`src/design/lzss_pkg.sv`:
```
// Shared constants, types and codes of the LZSS stream decompressor.
package lzss_pkg;

  localparam int WIN_AW = 12;
  localparam int WIN_DEPTH = 1 << WIN_AW;
  localparam int CNT_W = 24;
  localparam int LEN_W = 5;

  localparam logic [WIN_AW-1:0] START_POS = 12'hFEE;
  localparam logic [LEN_W-1:0] MATCH_MIN = 5'd3;

  // Parse phase codes
  localparam logic [1:0] PH_FLAG = 2'd0;
  localparam logic [1:0] PH_TOKEN = 2'd1;
  localparam logic [1:0] PH_MATCH2 = 2'd2;

  typedef enum logic [3:0] {
    S_IDLE = 4'b0001,
    S_RD   = 4'b0010,
    S_DAT  = 4'b0100,
    S_EMIT = 4'b1000
  } lzss_state_t;

  // One result item
  typedef struct packed {
    logic [7:0] out_byte;
    logic       out_valid;
    logic       run_last;
    logic       stream_done;
  } lzss_res_t;

  // Window access request from the sequencer
  typedef struct packed {
    logic              clr;
    logic              wr_en;
    logic [7:0]        wr_data;
    logic              rd_en;
    logic [WIN_AW-1:0] rd_addr;
  } lzss_win_req_t;

endpackage

```
`src/design/lzss_seq.sv`:
```
// Token parser and copy sequencer: one window byte per read/emit pair.
module lzss_seq (
  input  logic                    clk,
  input  logic                    rst_n,
  input  logic                    in_valid,
  output logic                    in_ready,
  input  logic [7:0]              in_byte,
  input  logic                    stream_start,
  input  logic                    in_last,
  input  logic [lzss_pkg::CNT_W-1:0] limit,
  output logic                    res_valid,
  input  logic                    res_ready,
  output lzss_pkg::lzss_res_t     res,
  output lzss_pkg::lzss_win_req_t win_req,
  input  logic [7:0]              win_rdata
);
  import lzss_pkg::*;

  lzss_state_t       st_r, st_nxt;
  logic [1:0]        phase_r, phase_nxt;
  logic [8:0]        flags_r, flags_nxt;
  logic [7:0]        low_r, low_nxt;
  logic [CNT_W-1:0]  cnt_r, cnt_nxt;
  logic              fin_r, fin_nxt;
  logic [WIN_AW-1:0] rd_addr_r, rd_addr_nxt;
  logic [LEN_W-1:0]  len_r, len_nxt;
  logic              last_r, last_nxt;
  lzss_res_t         res_r, res_nxt;

  logic              e_fin;
  logic [1:0]        e_phase;
  logic [8:0]        e_flags;
  logic [CNT_W-1:0]  e_cnt;
  logic [CNT_W-1:0]  cnt_inc;
  logic [8:0]        tk_flags;
  logic              hit;
  logic              stop;
  lzss_res_t         marker;
  lzss_res_t         dat_res;

  // State as seen by this item once a stream start has been applied
  assign e_fin   = stream_start ? 1'b0 : fin_r;
  assign e_phase = stream_start ? PH_FLAG : phase_r;
  assign e_flags = stream_start ? 9'd0 : flags_r;
  assign e_cnt   = (stream_start && st_r == S_IDLE) ? '0 : cnt_r;
  assign cnt_inc = e_cnt + 1'b1;
  assign hit     = cnt_inc >= limit;
  assign tk_flags = e_flags >> 1;
  assign stop    = (len_r == LEN_W'(1)) || hit;

  assign marker  = '{out_byte: 8'h00, out_valid: 1'b0, run_last: 1'b1, stream_done: 1'b1};
  // Only the final byte of a copy reports the stream as done
  assign dat_res = '{out_byte: win_rdata, out_valid: 1'b1, run_last: stop,
                     stream_done: stop && (hit || last_r)};

  assign in_ready  = (st_r == S_IDLE);
  assign res_valid = (st_r == S_DAT) || (st_r == S_EMIT);
  assign res       = (st_r == S_DAT) ? dat_res : res_r;

  always_comb begin
    st_nxt      = st_r;
    phase_nxt   = phase_r;
    flags_nxt   = flags_r;
    low_nxt     = low_r;
    cnt_nxt     = cnt_r;
    fin_nxt     = fin_r;
    rd_addr_nxt = rd_addr_r;
    len_nxt     = len_r;
    last_nxt    = last_r;
    res_nxt     = res_r;
    win_req     = '{clr: 1'b0, wr_en: 1'b0, wr_data: 8'h00, rd_en: 1'b0, rd_addr: rd_addr_r};
    unique case (st_r)
      S_IDLE: begin
        if (in_valid) begin
          if (stream_start) begin
            win_req.clr = 1'b1;
            fin_nxt     = 1'b0;
            cnt_nxt     = '0;
            phase_nxt   = PH_FLAG;
            flags_nxt   = '0;
            low_nxt     = '0;
          end
          if (!e_fin) begin
            if (e_cnt >= limit) begin
              fin_nxt = 1'b1;
              res_nxt = marker;
              st_nxt  = S_EMIT;
            end else if (e_phase == PH_FLAG || e_flags <= 9'd1) begin
              flags_nxt = {1'b1, in_byte};
              phase_nxt = PH_TOKEN;
              if (in_last) begin
                fin_nxt = 1'b1;
                res_nxt = marker;
                st_nxt  = S_EMIT;
              end
            end else if (e_phase == PH_TOKEN && e_flags[0]) begin
              // literal: store and emit
              win_req.wr_en   = 1'b1;
              win_req.wr_data = in_byte;
              cnt_nxt   = cnt_inc;
              flags_nxt = tk_flags;
              phase_nxt = (tk_flags <= 9'd1) ? PH_FLAG : PH_TOKEN;
              fin_nxt   = hit || in_last;
              res_nxt   = '{out_byte: in_byte, out_valid: 1'b1, run_last: 1'b1,
                            stream_done: hit || in_last};
              st_nxt    = S_EMIT;
            end else if (e_phase == PH_TOKEN) begin
              low_nxt   = in_byte;
              phase_nxt = PH_MATCH2;
              if (in_last) begin
                fin_nxt = 1'b1;
                res_nxt = marker;
                st_nxt  = S_EMIT;
              end
            end else begin
              // second match byte: start the copy
              rd_addr_nxt = {in_byte[7:4], low_r};
              len_nxt     = {1'b0, in_byte[3:0]} + MATCH_MIN;
              last_nxt    = in_last;
              flags_nxt   = tk_flags;
              phase_nxt   = (tk_flags <= 9'd1) ? PH_FLAG : PH_TOKEN;
              st_nxt      = S_RD;
            end
          end
        end
      end
      S_RD: begin
        win_req.rd_en = 1'b1;
        st_nxt        = S_DAT;
      end
      S_DAT: begin
        if (res_ready) begin
          win_req.wr_en   = 1'b1;
          win_req.wr_data = win_rdata;
          cnt_nxt     = cnt_inc;
          rd_addr_nxt = rd_addr_r + 1'b1;
          len_nxt     = len_r - 1'b1;
          if (stop) begin
            fin_nxt = hit || last_r;
            st_nxt  = S_IDLE;
          end else begin
            st_nxt = S_RD;
          end
        end
      end
      S_EMIT: begin
        if (res_ready) begin
          st_nxt = S_IDLE;
        end
      end
      default: begin
        st_nxt = S_IDLE;
      end
    endcase
  end

  always_ff @(posedge clk) begin
    if (!rst_n) begin
      st_r    <= S_IDLE;
      phase_r <= PH_FLAG;
      flags_r <= '0;
      low_r   <= '0;
      cnt_r   <= '0;
      fin_r   <= 1'b0;
    end else begin
      st_r    <= st_nxt;
      phase_r <= phase_nxt;
      flags_r <= flags_nxt;
      low_r   <= low_nxt;
      cnt_r   <= cnt_nxt;
      fin_r   <= fin_nxt;
    end
  end

  always_ff @(posedge clk) begin
    rd_addr_r <= rd_addr_nxt;
    len_r     <= len_nxt;
    last_r    <= last_nxt;
    res_r     <= res_nxt;
  end

  // A finished stream swallows bytes without a stream start
  a_fin_drop: assert property (@(posedge clk) disable iff (!rst_n)
    (st_r == S_IDLE && in_valid && fin_r && !stream_start) |=> st_r == S_IDLE)
    else $error("byte after finish started work");

  // A copy in flight always has bytes left
  a_len_live: assert property (@(posedge clk) disable iff (!rst_n)
    (st_r == S_RD || st_r == S_DAT) |-> len_r != '0)
    else $error("copy running with zero length");

  // A stalled copy byte holds the sequencer
  a_dat_hold: assert property (@(posedge clk) disable iff (!rst_n)
    (st_r == S_DAT && !res_ready) |=> st_r == S_DAT)
    else $error("copy advanced without output slot");

endmodule
```
`config.mk`:
```
export PLATFORM = sky130hd
export DESIGN_NAME = lzss_seq
export DESIGN_NICKNAME = d
export VERILOG_FILES = /design/src/design/lzss_pkg.sv /design/src/design/lzss_seq.sv
export SDC_FILE = /design/constraint.sdc
export NUM_CORES = 1
export LEC_CHECK = 0
export BUFFER_PORTS_ARGS = -buffer_cell sky130_fd_sc_hd__buf_2
export CAP_MARGIN = 20
export CORE_MARGIN = 2
export CORE_UTILIZATION = 40
export DETAILED_ROUTE_END_ITERATION = 10
export PLACE_DENSITY = 0.73
export REMOVE_ABC_BUFFERS = 1
export SLEW_MARGIN = 20
export SYNTH_ARGS = -nofsm -noshare
export SYNTH_HDL_FRONTEND = slang
export SYNTH_SLANG_ARGS = --single-unit
```
`constraint.sdc`:
```
create_clock -name clk -period 6 [get_ports clk]
set_input_delay 1.2 -clock clk [delete_from_list [all_inputs] [get_ports clk]]
set_output_delay 1.2 -clock clk [all_outputs]
set_load 0.01 [all_outputs]
```
==> run summary <==
run status: complete, no violations
maximum ir drop on the vdd rail: 0.000134 V
main combinational cell family by area after synthesis: compound AO/OA/AOI/OAI gates
XOR/XNOR share of the synthesized area: 5.42%
GPL Wtd Cong: 0.938
fraction of the cycle the final worst path needs: 94.1%
final count of negative-setup-slack endpoints: 0
cell-internal power: 1.08 mW
Avg Vias per Cell: 5.95
predominant post-synthesis flop cell: dfxtp_1
worst-case hold slack: 0.502 ns
max-cap violation count: 0
worst-case setup slack after placement: 0.239 ns
total track usage: 21.0%
element type at the critical path start: primary input
Cell Count Post-Placement: 974
Max Clk Rate: 177 MHz
Hold Fails Final Rpt: 0
Post-Synth Simple-Gate Area: 22.9%
residual DRC count: 0
end of the worst register-to-register path: st_r[0]$_SDFFE_PN1P_
share of flip-flops with an asynchronous set or reset: 0%
category of the worst setup path capture point: primary output
Post-DP HPWL: 12100 um
worst endpoint data arrival time: 4.45 ns
Num Clock Sinks: 77
share of synthesized area occupied by flip-flops and latches: 30.6%
antenna violations before repair: 1
total vias in the final route: 5900
syn_area_per_cell: 8.20 sq um
worst setup margin: 0.353 ns
Combinational Power Share: 15.9%
number of buffers between clock root and the deepest sink: 2
share of total power in the clock network: 43.8%
DIE HEIGHT: 126 um
final number of max-transition violations: 0
CTS tree: yes
Total Wirelength: 16800 um
Setup Total Neg Slack: 0 ns
count of flip-flops with a built-in enable after synthesis: 29
adder-cell area share of the yosys netlist: 11.3%
instance count of the mapped netlist: 729
highest fanout seen on the critical path: 10
Std-Cell Rows: 44
final cell count without fillers: 991
most area-hungry cell type in the Yosys netlist: dfxtp_1
TritonCTS buffer count: 9
global-route congestion overflow total: 0
slack of the worst reg-to-reg path: 1.86 ns
starting density of the core: 41.0%
buffers added on ports: 81
post-route ant nets: 0
top-area cell type share of the netlist area: 16.1%
crit-path leading delay family: simple AND/OR/NAND/NOR gates
P_leak: 3.24 nW
share of cells above drive strength 1: 15.8%
Psw: 0.404 mW
required time of the worst setup path: 4.80 ns
headroom to the max-slew limit: 32.1%
post-CTS clock slew at the launch and capture registers of the worst setup and hold paths: 0.06 ns
x dimension of the die: 126 um
Distinct cells, synth: 69
cell depth of the worst setup path: 15
transition time of the tightest slew-check pin: 1.01 ns
cell area after synthesis: 0.00598 sq mm
CP bufs+invs: 3
unrepaired setup endpoints after global routing: false
share of total power consumed by net switching: 27.2%
Hold-fix buffers, CTS: 0
sequential group share of total power: 40.2%
DR iter-0 viols: 595
Area contributors post-synth: dfxtp_1, edfxtp_1, ha_1
share of cell area taken by muxes after synthesis: 0.167%
origin of the critical flop-to-flop path: st_r[0]$_SDFFE_PN1P_
area of the core: 0.0146 sq mm
WL/cell: 17.0 um
destination of the critical timing path: res[1]
overall die area: 0.0159 sq mm
pin count of the biggest net entering global routing: 49
cell type of the slowest stage on the worst timing path: or4_4
post-synthesis compound-gate area fraction: 23.8%
synthesis-to-finish area growth: 16.5%
worst-skew pair later-pin latency: 0.35 ns
final worst path period need: 5.65 ns
H-tree depth reported by CTS: 3
top cell types by occurrence after synthesis: nand2_1, ha_1, inv_1
dominant cell by count in the synthesized netlist: nand2_1
number of register bits inferred by synthesis: 77
highest cell delay on the worst timing path: 0.68 ns
first drt pass iteration count: 6
net count reported at finish: 901
worst reg2reg path depth: 19
number of warnings printed during yosys synthesis: 0
ports placed on the boundary: 82
Pwr Density: 213 mW/mm^2
critical path startpoint: stream_start
critical path class: primary input to primary output
worst hold path depth: 1
clock skew: 0.0118 ns
critical-path cell list: buf_2, buf_4, and2_1, or4_4, nor4_4, xor2_1, ha_1, nand4_1, nor4_2, a22oi_1, o211ai_1, a31oi_1, nand3_1, o21a_1, buf_2
wire length of the first global-routing pass: 26900 um
Filler Cells Inserted: 1384
Hold/Removal Path Class: flop to flop
root cell of the clock tree: clkbuf_16
Critical Path Most Common Cell: buf_2
vias in the first global route: 5198
==> kinds of logic after synthesis <==
kind of cell / after synthesis
buffers and inverters: 88
and+or+nand+nor: 269
AOI/OAI and AO/OA: 203
DFF: 77
adders and majority gates: 54
muxes: 1
xor gates and xnor gates: 37
==> what timing repair did <==
item | 4_1_cts | 5_1_grt
setup endpoints to repair | 0 | 2
gates resized for setup | 0 | 2
buffers inserted | 0 | 0
==> metal layers <==
layer  wire length (um)  vias up  global-route usage (%)
met5                  0        -                       0
met4                435        0                    8.14
met3               1440       33                    4.33
met2               7270      285                    30.4
met1               7690     2735                    30.4
li1                   -     2847                       -
==> sequential cells by signal, summed over array words and instances (netlist names) <==
signal     cells
flags_r        9
fin_r          1
low_r          8
phase_r        2
res_r         11
cnt_r         24
rd_addr_r     12
last_r         1
len_r          5
st_r           4
==> layout by cell type (no fill, tap or decap), types with 8 or more instances in the layout <==
cell,count
a21oi_1,42
nor2_1,41
nor3_1,15
dfxtp_1,48
inv_1,51
a21o_1,18
o21ai_0,36
xnor2_1,16
a22o_1,31
a41o_1,10
xor2_1,21
clkbuf_16,9
buf_4,16
nand4_1,25
buf_2,82
a31oi_1,13
o211ai_1,8
edfxtp_1,29
nand2_1,96
ha_1,54
nand3_1,35
and2_1,15
==> through the flow <==
| stage | utilization (%) | power, mW | area [sq um] |
|---|---|---|---|
| finish | 47.7 | 1.48 | 6960 |
| global route | 47.7 | 1.54 | 6960 |
| CTS | 47.6 | 1.48 | 6950 |
| detailed placement | 45.2 | 0.838 | 6600 |
| global placement | 45.2 | 0.836 | 6590 |
| floorplan | - | 0.739 | 5820 |
==> worst min path at each step <==
stage                            startpoint  slack (ns)                 endpoint
detailed placement  flags_r[0]$_SDFFE_PN0P_        0.48  flags_r[0]$_SDFFE_PN0P_
finish              flags_r[0]$_SDFFE_PN0P_        0.50  flags_r[0]$_SDFFE_PN0P_
CTS                 flags_r[0]$_SDFFE_PN0P_        0.49  flags_r[0]$_SDFFE_PN0P_
floorplan           flags_r[6]$_SDFFE_PN0P_        0.44  flags_r[6]$_SDFFE_PN0P_
global placement    flags_r[6]$_SDFFE_PN0P_        0.48  flags_r[6]$_SDFFE_PN0P_
global route         cnt_r[21]$_SDFFE_PN0P_        0.52   cnt_r[21]$_SDFFE_PN0P_
==> power by group through the flow <==
stage	clock network (mW)	logic (mW)	registers, mW
2_1_floorplan	0	0.136	0.603
3_3_place_gp	0	0.229	0.607
3_5_place_dp	0	0.231	0.607
4_1_cts	0.652	0.232	0.596
5_1_grt	0.682	0.262	0.600
6_report	0.650	0.236	0.597
==> final cells by class <==
cell class / instances / area (sq um) / area share (%)
Tap cell: 184 / 230 / 3.31
Inverter: 51 / 191 / 2.75
Timing Repair Buffer: 98 / 531 / 7.62
Sequential cell: 77 / 1830 / 26.3
Multi-Input combinational cell: 564 / 3820 / 54.9
Clock buffer: 11 / 243 / 3.49
Clock inverter: 5 / 108 / 1.55
Antenna cell: 1 / 2.50 / 0.0359
(Power assumes the default switching activity.)
